## config.mk

```make
export PLATFORM = sky130hd
export DESIGN_NAME = pid_integral_separation_unit
export DESIGN_NICKNAME = d
export VERILOG_FILES = /design/src/rtl/pidis_pkg.sv /design/src/rtl/pidis_cfg_regs.sv /design/src/rtl/pid_integral_separation_unit.sv
export SDC_FILE = /design/constraint.sdc
export NUM_CORES = 2
export LEC_CHECK = 0
export BUFFER_PORTS_ARGS = -buffer_cell sky130_fd_sc_hd__buf_2
export CAP_MARGIN = 20
export CORE_MARGIN = 5
export CORE_UTILIZATION = 30
export CTS_BUF_LIST = sky130_fd_sc_hd__clkbuf_4
export CTS_CLUSTER_DIAMETER = 120
export DETAILED_ROUTE_END_ITERATION = 12
export PLACE_DENSITY = 0.45
export SLEW_MARGIN = 0
export SYNTH_ARGS = -nofsm -noshare
export SYNTH_HDL_FRONTEND = slang
export SYNTH_SLANG_ARGS = --single-unit
```

## constraint.sdc

```tcl
create_clock -name aclk -period 29.7 [get_ports aclk]
set_input_delay 5.94 -clock aclk [delete_from_list [all_inputs] [get_ports aclk]]
set_output_delay 5.94 -clock aclk [all_outputs]
set_load 0.05 [all_outputs]
```

## src/rtl/pidis_pkg.sv

```systemverilog
`timescale 1ns / 1ps
// ----------------------------------------------------------------------------
// pidis_pkg
// Shared types and constants for the PID unit with integral separation.
// ----------------------------------------------------------------------------
package pidis_pkg;

    // Default width of every signed Q8.16 value (setpoint, limits, measured, drive)
    localparam int VALUE_WIDTH_DEF = 24;

    // Fixed field widths
    localparam int GAIN_W     = 18;   // unsigned Q2.16 gains
    localparam int BAND_W     = 23;   // unsigned separation band
    localparam int SUM_W      = 32;   // signed running error sum
    localparam int FRAC_BITS  = 16;   // fraction bits dropped after each product
    localparam int CMP_W      = 33;   // band compare width, covers values up to 32 bits
    localparam int CFG_IDX_W  = 3;

    // Register indexes on the configuration channel
    typedef enum logic [CFG_IDX_W-1:0] {
        REG_SETPOINT = 3'd0,
        REG_GAIN_P   = 3'd1,
        REG_GAIN_I   = 3'd2,
        REG_GAIN_D   = 3'd3,
        REG_UPPER    = 3'd4,
        REG_LOWER    = 3'd5,
        REG_BAND     = 3'd6
    } cfg_index_t;

    // Reset values
    localparam int SETPOINT_RST = 163840;   // 2.5
    localparam int GAIN_P_RST   = 6554;     // 0.1
    localparam int GAIN_I_RST   = 688;      // 0.0105
    localparam int GAIN_D_RST   = 1311;     // 0.02
    localparam int UPPER_RST    = 655360;   // 10.0
    localparam int LOWER_RST    = 0;
    localparam int BAND_RST     = 13107;    // 0.2

    // Gains and separation band, fixed-width part of the register set
    typedef struct packed {
        logic [GAIN_W-1:0] gain_p;
        logic [GAIN_W-1:0] gain_i;
        logic [GAIN_W-1:0] gain_d;
        logic [BAND_W-1:0] band;
    } gains_t;

endpackage

```

## src/rtl/pidis_cfg_regs.sv

```systemverilog
`timescale 1ns / 1ps
// ----------------------------------------------------------------------------
// pidis_cfg_regs
// Configuration register file: decodes index/data writes into the setpoint,
// the integration limits, the three gains and the separation band.
// ----------------------------------------------------------------------------
module pidis_cfg_regs #(
    parameter int VALUE_WIDTH = pidis_pkg::VALUE_WIDTH_DEF,
    parameter int CFG_DATA_W  = pidis_pkg::BAND_W
) (
    input  logic                                 aclk,
    input  logic                                 aresetn,
    input  logic                                 cfg_valid,
    output logic                                 cfg_ready,
    input  logic [pidis_pkg::CFG_IDX_W-1:0]      cfg_index,
    input  logic [CFG_DATA_W-1:0]                cfg_data,
    output logic signed [VALUE_WIDTH-1:0]        setpoint,
    output logic signed [VALUE_WIDTH-1:0]        upper_limit,
    output logic signed [VALUE_WIDTH-1:0]        lower_limit,
    output pidis_pkg::gains_t                    gains
);

    logic signed [VALUE_WIDTH-1:0] setpoint_reg, setpoint_next;
    logic signed [VALUE_WIDTH-1:0] upper_reg, upper_next;
    logic signed [VALUE_WIDTH-1:0] lower_reg, lower_next;
    pidis_pkg::gains_t             gains_reg, gains_next;

    // Writes are always taken
    assign cfg_ready = 1'b1;

    // Register decode, unknown indexes are dropped
    always_comb begin
        setpoint_next = setpoint_reg;
        upper_next    = upper_reg;
        lower_next    = lower_reg;
        gains_next    = gains_reg;
        if (cfg_valid) begin
            unique case (cfg_index)
                pidis_pkg::REG_SETPOINT: setpoint_next = cfg_data[VALUE_WIDTH-1:0];
                pidis_pkg::REG_GAIN_P:   gains_next.gain_p = cfg_data[pidis_pkg::GAIN_W-1:0];
                pidis_pkg::REG_GAIN_I:   gains_next.gain_i = cfg_data[pidis_pkg::GAIN_W-1:0];
                pidis_pkg::REG_GAIN_D:   gains_next.gain_d = cfg_data[pidis_pkg::GAIN_W-1:0];
                pidis_pkg::REG_UPPER:    upper_next = cfg_data[VALUE_WIDTH-1:0];
                pidis_pkg::REG_LOWER:    lower_next = cfg_data[VALUE_WIDTH-1:0];
                pidis_pkg::REG_BAND:     gains_next.band = cfg_data[pidis_pkg::BAND_W-1:0];
                default: ;
            endcase
        end
    end

    always_ff @(posedge aclk) begin
        if (!aresetn) begin
            setpoint_reg     <= VALUE_WIDTH'(pidis_pkg::SETPOINT_RST);
            upper_reg        <= VALUE_WIDTH'(pidis_pkg::UPPER_RST);
            lower_reg        <= VALUE_WIDTH'(pidis_pkg::LOWER_RST);
            gains_reg.gain_p <= pidis_pkg::GAIN_W'(pidis_pkg::GAIN_P_RST);
            gains_reg.gain_i <= pidis_pkg::GAIN_W'(pidis_pkg::GAIN_I_RST);
            gains_reg.gain_d <= pidis_pkg::GAIN_W'(pidis_pkg::GAIN_D_RST);
            gains_reg.band   <= pidis_pkg::BAND_W'(pidis_pkg::BAND_RST);
        end else begin
            setpoint_reg <= setpoint_next;
            upper_reg    <= upper_next;
            lower_reg    <= lower_next;
            gains_reg    <= gains_next;
        end
    end

    assign setpoint    = setpoint_reg;
    assign upper_limit = upper_reg;
    assign lower_limit = lower_reg;
    assign gains       = gains_reg;

endmodule

```

## src/rtl/pid_integral_separation_unit.sv

```systemverilog
`timescale 1ns / 1ps
// ----------------------------------------------------------------------------
// pid_integral_separation_unit
// Positional PID controller with integral separation on signed Q8.16 values.
// ----------------------------------------------------------------------------
// Usage:
//   s_ channel : one measured value per word. m_ channel : one word per input,
//   drive in m_tdata, integral_on in m_tuser.
//   cfg channel: index/data register writes, always ready; write only while
//   no word is in flight.
//   Path: from input acceptance to m_tvalid a word passes the error/sum
//   stage, product stage and sum-and-clamp stage into the output register.
//   Throughput: one word per cycle unless the receiver stalls. The running sum and previous error are
//   updated in the first stage, so consecutive words need no gap.
//   Reset (aresetn low, synchronous): pipeline emptied, error sum and previous
//   error cleared, registers back to their defaults.
//   Receiver stall: words hold in the output register; the pipeline keeps
//   taking input until each stage is full, then s_tready drops.
// ----------------------------------------------------------------------------
module pid_integral_separation_unit #(
    parameter int VALUE_WIDTH = pidis_pkg::VALUE_WIDTH_DEF,
    localparam int S_TDATA_W  = ((VALUE_WIDTH + 7) / 8) * 8,
    localparam int CFG_DATA_W = (VALUE_WIDTH > pidis_pkg::BAND_W) ? VALUE_WIDTH
                                                                    : pidis_pkg::BAND_W
) (
    input  logic                             aclk,
    input  logic                             aresetn,
    // measured value
    input  logic                             s_tvalid,
    output logic                             s_tready,
    input  logic [S_TDATA_W-1:0]             s_tdata,   // [VALUE_WIDTH-1:0] measured
    // result
    output logic                             m_tvalid,
    input  logic                             m_tready,
    output logic [S_TDATA_W-1:0]             m_tdata,   // [VALUE_WIDTH-1:0] drive
    output logic [0:0]                       m_tuser,   // [0] integral_on
    // configuration writes
    input  logic                             cfg_valid,
    output logic                             cfg_ready,
    input  logic [pidis_pkg::CFG_IDX_W-1:0]  cfg_index,
    input  logic [CFG_DATA_W-1:0]            cfg_data
);

    localparam int W      = VALUE_WIDTH;
    localparam int FRAC   = pidis_pkg::FRAC_BITS;
    localparam int SUM_W  = pidis_pkg::SUM_W;
    localparam int GS_W   = pidis_pkg::GAIN_W + 1;
    localparam int PP_W   = W + GS_W;
    localparam int PI_W   = SUM_W + GS_W;
    localparam int PD_W   = W + 1 + GS_W;
    localparam int TP_W   = PP_W - FRAC;
    localparam int TI_W   = PI_W - FRAC;
    localparam int TD_W   = PD_W - FRAC;
    localparam int ACC_W  = ((TD_W > TI_W) ? TD_W : TI_W) + 2;

    // Configuration
    logic signed [W-1:0] setpoint;
    logic signed [W-1:0] upper_limit;
    logic signed [W-1:0] lower_limit;
    pidis_pkg::gains_t   gains;

    pidis_cfg_regs #(
        .VALUE_WIDTH (VALUE_WIDTH),
        .CFG_DATA_W  (CFG_DATA_W)
    ) u_cfg (
        .aclk        (aclk),
        .aresetn     (aresetn),
        .cfg_valid   (cfg_valid),
        .cfg_ready   (cfg_ready),
        .cfg_index   (cfg_index),
        .cfg_data    (cfg_data),
        .setpoint    (setpoint),
        .upper_limit (upper_limit),
        .lower_limit (lower_limit),
        .gains       (gains)
    );

    // Saturation bounds
    logic signed [W-1:0]     val_max;
    logic signed [W-1:0]     val_min;
    logic signed [SUM_W-1:0] sum_max;
    logic signed [SUM_W-1:0] sum_min;
    assign val_max = {1'b0, {(W-1){1'b1}}};
    assign val_min = {1'b1, {(W-1){1'b0}}};
    assign sum_max = {1'b0, {(SUM_W-1){1'b1}}};
    assign sum_min = {1'b1, {(SUM_W-1){1'b0}}};

    // Pipeline occupancy and flow control
    logic v1_reg, v1_next, v2_reg, v2_next, v3_reg, v3_next;
    logic open1, open2, open3, in_fire;

    assign open3    = !v3_reg || m_tready;
    assign open2    = !v2_reg || open3;
    assign open1    = !v1_reg || open2;
    assign s_tready = open1;
    assign in_fire  = s_tvalid && open1;

    assign v1_next = in_fire || (v1_reg && !open2);
    assign v2_next = open2 ? v1_reg : v2_reg;
    assign v3_next = open3 ? v2_reg : v3_reg;

    // Stage 1: error, separation test, sum update
    logic signed [W-1:0]     meas;
    logic signed [W:0]       diff;
    logic signed [W-1:0]     err;
    logic [W:0]              err_ext;
    logic [W:0]              mag;
    logic                    on;
    logic                    take;
    logic signed [SUM_W:0]   sum_add;
    logic signed [SUM_W-1:0] sum_sat;
    logic signed [SUM_W-1:0] sum_used;
    logic signed [SUM_W-1:0] sum_reg, sum_next;
    logic signed [W-1:0]     prev_reg, prev_next;
    logic signed [W:0]       delta;

    always_comb begin
        meas    = s_tdata[W-1:0];
        diff    = (W+1)'(setpoint) - (W+1)'(meas);
        if (diff[W] != diff[W-1]) begin
            err = diff[W] ? val_min : val_max;
        end else begin
            err = diff[W-1:0];
        end
        err_ext = {err[W-1], err};
        mag     = err[W-1] ? (W+1)'(-err_ext) : err_ext;
        on      = pidis_pkg::CMP_W'(mag) <= pidis_pkg::CMP_W'(gains.band);
        // upper limit rule wins when the limits are crossed
        if (meas > upper_limit) begin
            take = err[W-1];
        end else if (meas < lower_limit) begin
            take = !err[W-1] && (err != '0);
        end else begin
            take = 1'b1;
        end
        sum_add = (SUM_W+1)'(sum_reg) + (SUM_W+1)'(err);
        if (sum_add[SUM_W] != sum_add[SUM_W-1]) begin
            sum_sat = sum_add[SUM_W] ? sum_min : sum_max;
        end else begin
            sum_sat = sum_add[SUM_W-1:0];
        end
        sum_used  = (on && take) ? sum_sat : sum_reg;
        delta     = (W+1)'(err) - (W+1)'(prev_reg);
        sum_next  = in_fire ? sum_used : sum_reg;
        prev_next = in_fire ? err : prev_reg;
    end

    logic signed [W-1:0]     e1_reg;
    logic signed [W:0]       d1_reg;
    logic signed [SUM_W-1:0] s1_reg;
    logic                    on1_reg;

    always_ff @(posedge aclk) begin
        if (!aresetn) begin
            sum_reg  <= '0;
            prev_reg <= '0;
        end else begin
            sum_reg  <= sum_next;
            prev_reg <= prev_next;
        end
    end

    always_ff @(posedge aclk) begin
        if (in_fire) begin
            e1_reg  <= err;
            d1_reg  <= delta;
            s1_reg  <= sum_used;
            on1_reg <= on;
        end
    end

    // Stage 2: the three gain products, scaled down by 2^16; the integral term is zero outside the band
    logic signed [GS_W-1:0] gp_s, gi_s, gd_s;
    logic signed [PP_W-1:0] prod_p;
    logic signed [PI_W-1:0] prod_i;
    logic signed [PD_W-1:0] prod_d;
    logic signed [TI_W-1:0] term_i;

    always_comb begin
        gp_s   = {1'b0, gains.gain_p};
        gi_s   = {1'b0, gains.gain_i};
        gd_s   = {1'b0, gains.gain_d};
        prod_p = PP_W'(gp_s) * PP_W'(e1_reg);
        prod_i = PI_W'(gi_s) * PI_W'(s1_reg);
        prod_d = PD_W'(gd_s) * PD_W'(d1_reg);
        term_i = on1_reg ? prod_i[PI_W-1:FRAC] : '0;
    end

    logic signed [TP_W-1:0] tp2_reg;
    logic signed [TI_W-1:0] ti2_reg;
    logic signed [TD_W-1:0] td2_reg;
    logic                   on2_reg;

    always_ff @(posedge aclk) begin
        if (open2) begin
            tp2_reg <= prod_p[PP_W-1:FRAC];
            ti2_reg <= term_i;
            td2_reg <= prod_d[PD_W-1:FRAC];
            on2_reg <= on1_reg;
        end
    end

    // Stage 3: sum of setpoint and terms, and output clamp
    logic signed [ACC_W-1:0] acc;
    logic signed [W-1:0]     drive;

    always_comb begin
        acc = ACC_W'(setpoint) + ACC_W'(tp2_reg) + ACC_W'(ti2_reg) + ACC_W'(td2_reg);
        if (acc > ACC_W'(val_max)) begin
            drive = val_max;
        end else if (acc < ACC_W'(val_min)) begin
            drive = val_min;
        end else begin
            drive = acc[W-1:0];
        end
    end

    logic [W-1:0] drive_reg;
    logic         on3_reg;

    always_ff @(posedge aclk) begin
        if (open3) begin
            drive_reg <= drive;
            on3_reg   <= on2_reg;
        end
    end

    // Valid flags
    always_ff @(posedge aclk) begin
        if (!aresetn) begin
            v1_reg <= 1'b0;
            v2_reg <= 1'b0;
            v3_reg <= 1'b0;
        end else begin
            v1_reg <= v1_next;
            v2_reg <= v2_next;
            v3_reg <= v3_next;
        end
    end

    assign m_tvalid = v3_reg;
    assign m_tdata  = S_TDATA_W'(drive_reg);
    assign m_tuser  = on3_reg;

endmodule

```

==> flow_metrics.tcl <==
set metrics [dict create \
    synthFlopType "dfxtp_1" \
    fmax_mhz 70.0 \
    cts_buffers 130 \
    busiest_layer "met2" \
    pre_cts_slack_ps 14250 \
    wirelength_um 246000 \
    drc 0 \
    io_pins 84 \
    cp-start-kind "input port" \
    clock_sinks 406 \
    ys_seq_area_share_pct 13.6 \
    crit_arrival_ps 15260 \
    worstPathRequired_ps 30680 \
    wl_per_cell_um 21.0 \
    grt_usage_pct 19.4 \
    rr_startpoint "u_cfg.setpoint[0]" \
    dpl.hpwl_um 190000 \
    cts-htree-levels 4 \
    largest_reg_flops 77 \
    routabilityCongestion 0.893 \
    clk_pin_slew_ps 60 \
    finalMaxSlewViolations 0 \
    grt_max_degree 66 \
    syn_area_um2 74600 \
    ctsHoldBuffers 0 \
    fp.dieH_um 509 \
    ant_nets 0 \
    holdCritStartpoint "on2_reg" \
    numPortBuffers 82 \
    setup_tns_ps 0 \
    layout-drive-gt1-share_pct 5.73 \
    clkLatencyLatePin_ps 1130 \
    overflow 0 \
    vias 54900 \
    core_um2 248000 \
    hold_viol_final 0 \
    syn_inst 8296 \
    drt-initial-drc-count 3122 \
    use_met2_pct 34.0 \
    yosys_register_bits 406 \
    worst_slew_pin_slew_ps 1210 \
    cp_top_family "compound AO/OA/AOI/OAI gates" \
    grt_use_met1_pct 25.5 \
    tritoncts "built" \
    syn_nets 10400 \
    synth.distinct_cells 96 \
    yosys_warnings 0 \
    slowest_stage "or3_1" \
    post_cts_buffers 0 \
    skew_ps 102 \
    crit_fanout 46 \
    row_count 183 \
    synth_edf_count 198 \
    fin_crit_sh_pct 48.1 \
    firstDrtPassIters 6 \
    met3_usage_pct 2.39 \
    vias_per_cell 4.68 \
    hold_path.class "reg2reg" \
    slowest_delay_ps 520 \
    cts_resized 0 \
    finalCriticalPeriod_ps 14280 \
    outcome "completed" \
    rsz0062_at_grt "false" \
    end_kind "register" \
    setup_ws_ps 15420 \
    critPathBufInv 7 \
    async_reset_ff_share_pct 0 \
    relSlewSlack_pct 19.6 \
    cts_buffer_depth 3 \
    mostFrequentLayoutCell "inv_1" \
    die-area_um2 259000 \
    die_x_um 509 \
    avgSynthCellArea_um2 8.99 \
    grt_pass1_vias 59400 \
    antenna_found_initial 30 \
    final_nets 10400 \
    worstSetupPathType "in2reg" \
    rrSetupSlack_ps 20080 \
    final_cell_mix "1918 x inv_1, 1502 x fa_1, 1367 x nand2_1" \
    initial_core_util_pct 30.1 \
    crit_start "s_tdata[10]" \
    clockRootBuffer "clkbuf_4" \
    fin_util_pct 32.5 \
    cpMostUsedCell "a21o_1" \
    drv_cap 0 \
    grt_pass1_wl_um 378000 \
    fillCellCount 26000 \
    setup_viol_count_final 0 \
    area_growth_pct 7.96 \
]
[final timing paths]
kind / endpoint / cells past startpoint
setup reg to reg: sum_reg[3] / 36
hold / removal: m_tuser / 0
hold reg to reg: m_tuser / 0
setup / recovery: sum_reg[3] / 39
[cell type report]
cell class,count,area [µm²],area share [%]
Inverter,1920,7210,8.96
Multi-Input combinational cell,5607,55900,69.4
Antenna cell,18,45.0,0.0559
Tap cell,3330,4170,5.17
Clock inverter,56,349,0.434
Timing Repair Buffer,201,1320,1.64
Sequential cell,406,10100,12.6
Clock buffer,184,1380,1.72
[worst register-to-register path: cells and delay by family (launching register included)]
| kind | cells | cell delay, ps |
|---|---|---|
| AOI/OAI and AO/OA | 13 | 2770 |
| xor gates and xnor gates | 1 | 150 |
| adders and majority gates | 5 | 1670 |
| buffers and inverters | 6 | 1720 |
| DFF | 1 | 480 |
| and+or+nand+nor | 11 | 2750 |
[logic make-up after synthesis]
kind of cell | count (synthesis) | synth area share (%)
XOR/XNOR | 190 | 2.23
buffers and inverters | 2283 | 11.5
other | 1 | 0.00503
AND/OR/NAND/NOR | 2483 | 15.5
flip-flops | 406 | 13.6
adder cells (fa/ha/maj) | 2042 | 49.3
multiplexers | 53 | 0.778
AO/OA/AOI/OAI | 838 | 7.05
[synthesized netlist by cell type, types with 74 or more instances]
cell type / count / share of area [%]
dfxtp_1: 208 / 5.6
edfxtp_1: 198 / 8.0
ha_1: 528 / 8.9
nand2_1: 1368 / 6.9
a21oi_1: 326 / 2.2
o21ai_0: 126 / 0.85
fa_1: 1502 / 40
a21o_1: 103 / 1.0
xnor2_1: 131 / 1.5
nand3_1: 74 / 0.50
inv_1: 1919 / 9.7
nor2_1: 206 / 1.0
and2_1: 571 / 4.8
clkbuf_1: 342 / 1.7
[metrics by stage]
stage	instance area, µm²	hold WS (ps)	instances
floorplan	74600	400	8296
global placement	78700	408	11500
detailed placement	78700	407	11500
CTS	80400	421	11700
global route	80500	445	11700
finish	80500	420	11700
[per-layer routing]
metal  up-vias  share of wire (%)
li1      25100                  -
met1     28400                 44
met2      1195                 49
met3       279                4.4
met4         6                2.8
met5         -              0.015
Power is not shown: default switching activity piles up to over one toggle a cycle in this logic, so the estimate is an artifact.
